[src/design/fir16_pkg.sv]
// Shared types and codes for the 16-bit FIR filter unit.
package fir16_pkg;

   typedef logic signed [15:0] sample_type;
   typedef logic signed [31:0] acc_type;

   // request function codes
   typedef enum logic [1:0] {
      FUNC_LOAD   = 2'd0,
      FUNC_SAMPLE = 2'd1,
      FUNC_START  = 2'd2
   } func_type;

   typedef enum logic [1:0] {
      ST_IDLE,
      ST_SWEEP,
      ST_HOLD
   } state_type;

   // per-cell control from the top level
   typedef struct packed {
      logic shift;
      logic coef_we;
      logic tap_on;
   } ctrl_type;

   // partial sum travelling down the chain, with its marker
   typedef struct packed {
      logic    tok;
      acc_type sum;
   } link_type;

endpackage

[src/design/fir16_cell.sv]
// One tap of the FIR chain: history sample, coefficient and partial-sum stage.
module fir16_cell (
   input  logic                 clock,
   input  logic                 reset,
   input  fir16_pkg::ctrl_type   ctrl,
   input  fir16_pkg::sample_type sample_in,
   input  fir16_pkg::sample_type coef_value,
   input  fir16_pkg::link_type   link_in,
   output fir16_pkg::sample_type sample_out,
   output fir16_pkg::link_type   link_out
);
   import fir16_pkg::*;

   sample_type sample_ff;
   sample_type coef_ff;
   acc_type    sum_ff;
   acc_type    sum_in;
   acc_type    prod;
   logic       tok_ff;

   assign prod   = acc_type'(sample_ff) * acc_type'(coef_ff);
   // taps beyond the active count add nothing (also masks unloaded coefficients)
   assign sum_in = ctrl.tap_on ? (link_in.sum + prod) : link_in.sum;

   always_ff @(posedge clock) begin
      if (ctrl.shift) begin
         sample_ff <= sample_in;
      end
      if (ctrl.coef_we) begin
         coef_ff <= coef_value;
      end
      sum_ff <= sum_in;
   end

   always_ff @(posedge clock) begin
      if (reset) begin
         tok_ff <= 1'b0;
      end else begin
         tok_ff <= link_in.tok;
      end
   end

   assign sample_out   = sample_ff;
   assign link_out.tok = tok_ff;
   assign link_out.sum = sum_ff;

endmodule

[config.mk]
export PLATFORM = sky130hd
export DESIGN_NAME = fir16_cell
export DESIGN_NICKNAME = d
export VERILOG_FILES = /design/src/design/fir16_pkg.sv /design/src/design/fir16_cell.sv
export SDC_FILE = /design/constraint.sdc
export NUM_CORES = 1
export LEC_CHECK = 0
export BUFFER_PORTS_ARGS = -buffer_cell sky130_fd_sc_hd__buf_2
export CORE_ASPECT_RATIO = 0.9
export CORE_MARGIN = 5
export CORE_UTILIZATION = 63
export CTS_BUF_LIST = sky130_fd_sc_hd__clkbuf_4 sky130_fd_sc_hd__clkbuf_8 sky130_fd_sc_hd__clkbuf_16
export DETAILED_ROUTE_END_ITERATION = 6
export GPL_TIMING_DRIVEN = 0
export PLACE_DENSITY = 0.84
export SLEW_MARGIN = 10
export SYNTH_ARGS = -nofsm -noshare
export SYNTH_HDL_FRONTEND = slang
export SYNTH_SLANG_ARGS = --single-unit
[constraint.sdc]
create_clock -name clock -period 8.7 [get_ports clock]
set_input_delay 0 -clock clock [delete_from_list [all_inputs] [get_ports clock]]
set_output_delay 0 -clock clock [all_outputs]
set_load 0.1 [all_outputs]
==> results_dict.tcl, run 1 <==
set metrics [dict create \
    final_area_um2 14840 \
    syn-num-nets 1767 \
    track_usage_pct 34.53 \
    hold_viol 0 \
    netlist_top_cells_area "fa_1, inv_1, ha_1" \
    hold_class "in -> reg" \
    grt_max_degree 17 \
    synth.distinct_cells 61 \
    cts.sinks 65 \
    ys.flop_type "dfxtp_1" \
    syn2layout_area_growth_pct 14.46 \
    arrival_ps 7570 \
    drc_errors 0 \
    status "complete, no violations" \
    critical_path_peak_fanout 10 \
    slew_headroom_pct 40.70 \
    dpl-instance-area_um2 13880 \
    syn_inst 1307 \
    instances_no_fill 1763 \
    grt_pass1_vias 11300 \
    synthesis.area_um2 12970 \
    layout-drive-gt1-share_pct 10.96 \
    yosysWarnings 0 \
    dp_cells 1680 \
    min_period_ps 7275 \
    clk-insertion-delay-late_ps 360 \
    overflow 0 \
    synth_most_common_cell "inv_1" \
    startpoint_type "flip-flop" \
    cts_setup_buffers 0 \
    finClkSkew_ps 12.81 \
    numPortBuffers 118 \
    design.core.area_um2 20110 \
    final_antenna_net_count 0 \
    grt_pass1_wl_um 62160 \
    maxCapViolCount 0 \
    period_share_pct 83.62 \
    num_io_pins 119 \
    tightestPinTransition_ps 886.9 \
    dp.final_hpwl_um 28910 \
    finalWirelength_um 39070 \
    via_per_inst 5.892 \
    ys_seq_area_share_pct 12.50 \
    htreeDepth 3 \
    crit_slowest_cell "fa_1" \
    ys_async_sr_fraction_pct 0 \
    dr.pass1.iters 6 \
    die_h_um 146.1 \
    num_vias 10390 \
    first_iter_violations 1046 \
    cts-root-buf "clkbuf_16" \
    yosys.area.top_type "fa_1" \
    clk_pin_slew_ps 70 \
    synthDominantCellAreaShare_pct 45.08 \
    die_area_um2 23560 \
    rsz0062_at_grt "false" \
    required_ps 8990 \
    ctsHoldBuffers 65 \
    synth_commonest_cells "inv_1, fa_1, nand2_1" \
    fin_tns_setup_ps 0 \
    critical_path_class "reg -> reg" \
    crit_top_cell "fa_1" \
    cts_resized 0 \
    max_stage_delay_ps 730 \
    die_w_um 161.2 \
    worstSetupEndpointType "flip-flop" \
    setup_viol 0 \
    cts_tree "done" \
    wl_per_cell_um 22.16 \
    final_util_pct 73.81 \
    fp-row-count 49 \
    fin_nets 1961 \
    cts_buffers 9 \
    slew_violations 0 \
    worstPathCellList "clkbuf_1 > nand2_1 > inv_1 > fa_1 > inv_1 > fa_1 > inv_1 > fa_1 > fa_1 > fa_1 > inv_1 > fa_1 > inv_1 > ha_1 > a21o_1 > a21oi_1 > o221ai_1 > or3_1 > o21ai_1 > o21ai_1 > or3b_1 > nand3_1" \
    antenna_found_initial 1 \
    clockBufferDepth 2 \
    synth-edff-count 32 \
    start_util_pct 64.48 \
    gp_congestion 0.9665 \
    max_freq_ghz 0.1375 \
    yosys_register_bits 65 \
    syn_avg_cell_area_um2 9.922 \
]
-- cells by family (layout without fill, tap and decap cells) --
kind of cell | count (synthesis) | in the layout | share of synthesized area [%]
adders and majority gates | 390 | 390 | 54.53
AOI/OAI and AO/OA | 98 | 98 | 5.703
xor gates and xnor gates | 31 | 31 | 2.094
other | 0 | 2 | 0
muxes | 17 | 17 | 1.476
DFF | 65 | 65 | 12.50
buffers and inverters | 379 | 578 | 11.03
and+or+nand+nor | 327 | 327 | 12.66
-- per-stage QoR --
stage                     setup slack [ps]  hold WS, ps
after floorplan                       1942        71.61
after global placement                1789        156.9
after detailed placement              1719        162.5
after CTS                             1588        9.451
after global routing                  1222        20.50
final                                 1425        7.114
-- cell usage in the layout, fill, tap and decap left out, types with 32 or more instances in the layout --
cell type	count
inv_1	340
buf_2	118
edfxtp_1	32
clkbuf_1	35
and2_1	123
dlygate4sd3_1	65
fa_1	292
dfxtp_1	33
nand2_1	133
ha_1	98
-- final timing paths --
| kind | start | depth (start not counted) | endpoint | slack [ps] |
|---|---|---|---|---|
| setup / recovery | coef_ff[1] | 22 | sum_ff[31] | 1420 |
| hold / removal | link_in[28] | 3 | sum_ff[28] | 7 |
| setup reg to reg | coef_ff[1] | 22 | sum_ff[31] | 1420 |
| hold reg to reg | coef_ff[1] | 3 | sum_ff[1] | 1000 |
-- critical path: cells and delay by family (launching register included) --
family,cells,cell delay [ps]
AO/OA/AOI/OAI,5,1010
flip-flops,1,520
buffers and inverters,6,930
adder cells (fa/ha/maj),7,3650
AND/OR/NAND/NOR,4,1080
-- metal layers --
| layer | GRT usage, % | vias up | share of wire [%] |
|---|---|---|---|
| met5 | 0 | - | 0 |
| met4 | 18.38 | 0 | 7.0 |
| met3 | 10.48 | 204 | 13 |
| met2 | 53.33 | 861 | 45 |
| met1 | 44.23 | 5036 | 35 |
| li1 | - | 4286 | - |
-- state kept, by name (all words and copies together), names as in the netlist --
register and count:
sum_ff 32, coef_ff 16, sample_out 16, tok_ff 1
-- layout make-up --
class | instances | area [µm²]
sequential | 65 | 1622
clock inverter | 7 | 85.08
antenna | 2 | 5.005
buffer | 39 | 153.9
inverter | 340 | 1276
timing repair buffer | 183 | 1241
clock buffer | 9 | 225.2
tap | 255 | 319.1
multi-input combinational | 863 | 9916
fill | 1270 | 5266
Power of run 1 is not shown: default switching activity piles up to over one toggle a cycle in this logic, so the estimate is an artifact.
==> run 2: changes to the inputs <==
==> constraint.sdc (replaced) <==
create_clock -name clock -period 6.85 [get_ports clock]
set_input_delay 0 -clock clock [delete_from_list [all_inputs] [get_ports clock]]
set_output_delay 0 -clock clock [all_outputs]
set_load 0.1 [all_outputs]
==> run 2 against run 1 <==
Critical path type unchanged. Final cell count up 2.2%. Die area unchanged. Core utilization up 1.8 points. Highest routed layer is now met5. Via count up 8.5%. The run now ends with negative setup slack left. Fmax up 5.0%. Global-route usage up 0.67 points.
==> results_dict.tcl, run 2 (synthesized netlist as in run 1, its figures left out) <==
set metrics [dict create \
    cts_buffers 9 \
    die_w_um 161.2 \
    wl_per_cell_um 24.95 \
    worstPathCellList "clkbuf_2 > nand2_1 > fa_1 > inv_1 > fa_1 > inv_1 > fa_1 > inv_1 > fa_1 > fa_1 > inv_1 > fa_1 > inv_1 > ha_1 > a21o_1 > a21oi_1 > o221ai_1 > or3_1 > o21ai_1 > o21ai_1 > or3b_1 > nand3_1" \
    cp_num_cells 22 \
    clockBufferDepth 2 \
    numPortBuffers 118 \
    final_antenna_net_count 0 \
    dp.final_hpwl_um 28910 \
    setup_viol 1 \
    layout-drive-gt1-share_pct 15.06 \
    seqCellArea_um2 1622 \
    drc_errors 0 \
    syn2layout_area_growth_pct 17.23 \
    grt_pass1_wl_um 63560 \
    critical_path_class "reg -> reg" \
    start_util_pct 64.48 \
    fp-row-count 49 \
    grt_max_degree 17 \
    fin_tns_setup_ps -80.93 \
    max_stage_delay_ps 590 \
    largest-register "sum_ff" \
    design.core.area_um2 20110 \
    fin_nets 2002 \
    critical_path_peak_fanout 10 \
    critical_path.top_delay_family "adder cells" \
    htreeDepth 3 \
    slew_violations 0 \
    antenna_found_initial 1 \
    slew_headroom_pct 45.88 \
    status "finished with violations" \
    cts-root-buf "clkbuf_16" \
    first_iter_violations 1527 \
    finClkSkew_ps 12.52 \
    dr.pass1.iters 6 \
    hold_class "in -> reg" \
    via_per_inst 6.252 \
    path_buf_inv 6 \
    overflow 0 \
    track_usage_pct 35.20 \
    reg2reg_depth 22 \
    required_ps 7140 \
    final_cell_mix "inv_1, fa_1, nand2_1, buf_2, and2_1" \
    multi_input_area_um2 9918 \
    cts_tree "done" \
    period_share_pct 101.2 \
    hold_viol 0 \
    cts.sinks 65 \
    startpoint "sample_out[14]" \
    largest_register_ffs 32 \
    violations "negative setup slack" \
    fillers 1168 \
    crit_top_cell "fa_1" \
    crit_slowest_cell "fa_1" \
    tightestPinTransition_ps 811.8 \
    die_area_um2 23560 \
    maxCapViolCount 0 \
    max_freq_ghz 0.1443 \
    layout_commonest_cell "inv_1" \
    clk-insertion-delay-late_ps 360 \
    min_period_ps 6931 \
    rr_startpoint "sample_out[14]" \
    holdPathStages 3 \
    grt_pass1_vias 11460 \
    worstSetupEndpointType "flip-flop" \
    startpoint_type "flip-flop" \
    clk_pin_slew_ps 70 \
    hold_start "link_in[28]" \
    die_h_um 146.1 \
    fin_hold_ws_ps 11.71 \
    num_vias 11270 \
    arrival_ps 7220 \
    gp_congestion 0.9665 \
    finalWirelength_um 44960 \
    num_io_pins 119 \
    diodes 0 \
    worst_slack_ps -80.93 \
]
[run 2: cell types whose count changed in the layout (fill, tap and decap cells not counted), sizes merged]
cell and delta:
clkbuf -9, diode -2, buf +50
[run 2: area by class of cell]
type	count	share of cell area (%)
Sequential cell	65	10.67
Clock buffer	9	1.481
Inverter	340	8.395
Buffer	36	1.136
Timing Repair Buffer	227	10.42
Multi-Input combinational cell	863	65.24
Clock inverter	7	0.5597
Tap cell	255	2.099
[run 2: what timing repair did]
action	in CTS	in global routing
endpoints found under the setup margin	5	13
endpoints found under the hold margin	64	0
setup buffers	1	43
hold buffers	65	0
pin swaps	0	1
resized for setup	2	52
[run 2: metrics by stage]
stage,setup slack (ps),cell area (µm²),utilization (%),instances
after detailed placement,-130.7,13880,69.01,1680
final,-80.93,15200,75.60,1802
after global placement,-61.31,13880,69.01,1680
after floorplan,91.61,12970,-,1307
after CTS,35.43,14840,73.80,1760
after global routing,-136.9,15200,75.60,1802
[run 2: routing by layer]
| layer | GRT usage [%] | share of wire, % | wire length [µm] |
|---|---|---|---|
| met1 | 43.60 | 32 | 14470 |
| met2 | 54.54 | 44 | 19820 |
| met3 | 11.89 | 15 | 6605 |
| met4 | 19.87 | 9.0 | 4043 |
| met5 | 0 | 0.036 | 16 |
[run 2: worst min-delay path, cell delays in order]
cell     delay [ps]
buf_2           110
nor2b_1         130
a31o_1          100
[run 2: path summary, 6_finish.rpt]
| path | to | slack, ps |
|---|---|---|
| setup reg to reg | sum_ff[31] | -80 |
| hold / removal | sum_ff[28] | 10 |
| hold reg to reg | sum_ff[0] | 1150 |
| setup / recovery | sum_ff[31] | -80 |
Power of run 2 is left out for the same reason.
==> run 3: changes to the inputs <==
--- a/config.mk
+++ b/config.mk
@@ -7,7 +7,7 @@
 export LEC_CHECK = 0
 export BUFFER_PORTS_ARGS = -buffer_cell sky130_fd_sc_hd__buf_2
 export CORE_ASPECT_RATIO = 0.9
-export CORE_MARGIN = 5
+export CORE_MARGIN = 3
 export CORE_UTILIZATION = 63
 export CTS_BUF_LIST = sky130_fd_sc_hd__clkbuf_4 sky130_fd_sc_hd__clkbuf_8 sky130_fd_sc_hd__clkbuf_16
 export DETAILED_ROUTE_END_ITERATION = 6
==> run 3 against run 2 <==
Final cell count down 1.2%. Global-route usage up 1.3 points. Critical endpoint is now sum_ff[24]. Via count down 5.9%. Critical path type unchanged. Die area down 5.2%. Fmax up 2.5%. Design area down 1.1%. Non-clock buffer count down 23. Register-to-register slack better by 170 ps. Wire length down 10%. The run now ends clean. Worst setup slack better by 170 ps. Sequential cell count unchanged.
==> results_dict.tcl, run 3 (synthesized netlist as in run 1, its figures left out) <==
set metrics [dict create \
    largest-register "sum_ff" \
    pre_cts_ws_ps -281.3 \
    num_io_pins 119 \
    period_share_pct 98.72 \
    die_w_um 157.2 \
    die_area_um2 22340 \
    clockBufferDepth 2 \
    critical_path_class "reg -> reg" \
    die_h_um 142.1 \
    use_met2_pct 56.57 \
    path_buf_inv 6 \
    design.core.area_um2 20110 \
    finalWirelength_um 40280 \
    overflow 0 \
    instances_no_fill 1780 \
    slew_headroom_pct 49.34 \
    min_period_ps 6762 \
    fp-row-count 49 \
    dp.final_hpwl_um 28700 \
    final_area_um2 15030 \
    max_freq_ghz 0.1479 \
    required_ps 7090 \
    htreeDepth 3 \
    dpl-instance-area_um2 13880 \
    cts_tree "done" \
    status "complete, no violations" \
    critical_path_peak_fanout 10 \
    finClkSkew_ps 13.61 \
    dp_cells 1680 \
    start_util_pct 64.48 \
    drc_errors 0 \
    largest_register_ffs 32 \
    clk_pin_slew_ps 70 \
    worst_slack_ps 87.98 \
    worstSetupEndpointType "flip-flop" \
    layout-drive-gt1-share_pct 13.91 \
    startpoint_type "flip-flop" \
    maxCapViolCount 0 \
    setup_viol 0 \
    track_usage_pct 36.47 \
    num_vias 10610 \
    met1_usage_pct 47.47 \
    critical_path.top_delay_family "adder cells" \
    gp_congestion 0.9850 \
    final_cell_mix "inv_1, fa_1, nand2_1, and2_1, buf_2" \
    arrival_ps 7000 \
    cts_buffers 9 \
    grt_pass1_vias 11380 \
    hold_viol 0 \
    use_met3_pct 11.25 \
    antenna_found_initial 0 \
    crit_top_cell "fa_1" \
    dr.pass1.iters 5 \
    hold_class "in -> reg" \
    via_per_inst 5.958 \
    cts.sinks 65 \
    grt_max_degree 18 \
    numPortBuffers 118 \
    clk-insertion-delay-late_ps 360 \
    first_iter_violations 1189 \
    slew_violations 0 \
    fin_nets 1979 \
    crit_slowest_cell "edfxtp_1" \
    cts-root-buf "clkbuf_16" \
    final_antenna_net_count 0 \
    syn2layout_area_growth_pct 15.91 \
    tightestPinTransition_ps 759.9 \
    layout_commonest_cell "inv_1" \
    wl_per_cell_um 22.63 \
    max_stage_delay_ps 690 \
    busiest_layer "met2" \
    final_util_pct 74.74 \
    worstPathCellList "clkbuf_2 > nand2_1 > fa_1 > inv_1 > fa_1 > inv_1 > fa_1 > inv_1 > fa_1 > fa_1 > inv_1 > fa_1 > inv_1 > ha_1 > a21oi_1 > o21ai_0 > a21oi_1 > o31ai_4 > a2111oi_4 > o31ai_1 > xnor2_1 > mux2_2" \
    grt_pass1_wl_um 61740 \
]
## run 3: cell type report
| cell class | count | area, µm² |
|---|---|---|
| fillers | 1207 | 5079 |
| clock inverters | 7 | 86.33 |
| inverters | 340 | 1276 |
| multi-input cells | 863 | 9925 |
| diodes | 1 | 2.502 |
| repair buffers | 204 | 1404 |
| well taps | 255 | 319.1 |
| flip-flops and latches | 65 | 1622 |
| clock buffers | 9 | 225.2 |
| plain buffers | 36 | 171.4 |
## run 3: timing repair
item | CTS | global route
pin swaps | 0 | 1
setup endpoints to repair | 5 | 13
gates resized for setup | 2 | 47
hold buffers | 65 | 0
setup buffers | 0 | 21
endpoints found under the hold margin | 64 | 0
## run 3: worst reg2reg max path: stages, from the launching register on
cell       delay, ps
edfxtp_1         690
clkbuf_2         360
nand2_1          120
fa_1             510
inv_1             50
fa_1             510
inv_1             60
fa_1             540
inv_1             60
fa_1             450
fa_1             570
inv_1             70
fa_1             500
inv_1             50
ha_1             340
a21oi_1          160
o21ai_0          100
a21oi_1          350
o31ai_4          190
a2111oi_4        400
o31ai_1          150
xnor2_1          140
mux2_2           260
## run 3: path summary, 6_finish.rpt
kind	startpoint	to	slack, ps	cells past startpoint
max reg2reg	coef_ff[8]	sum_ff[24]	90	22
min	link_in[28]	sum_ff[28]	20	3
max	coef_ff[8]	sum_ff[24]	90	22
min reg2reg	sample_out[0]	sum_ff[0]	1190	3
## run 3: metrics by stage
stage | hold slack [ps] | TNS [ps]
2_1_floorplan | 71.61 | 0
5_1_grt | 51.86 | -77.39
3_3_place_gp | 157.0 | -166.2
6_report | 20.96 | 0
3_5_place_dp | 166.8 | -783.5
4_1_cts | 16.74 | 0
## run 3: per-layer routing
layer  up-vias  share of wire [%]
met2       846                 46
met1      5211                 35
li1       4325                  -
met5         -                  0
met4         0                6.2
met3       224                 13
Power of run 3 is left out for the same reason.
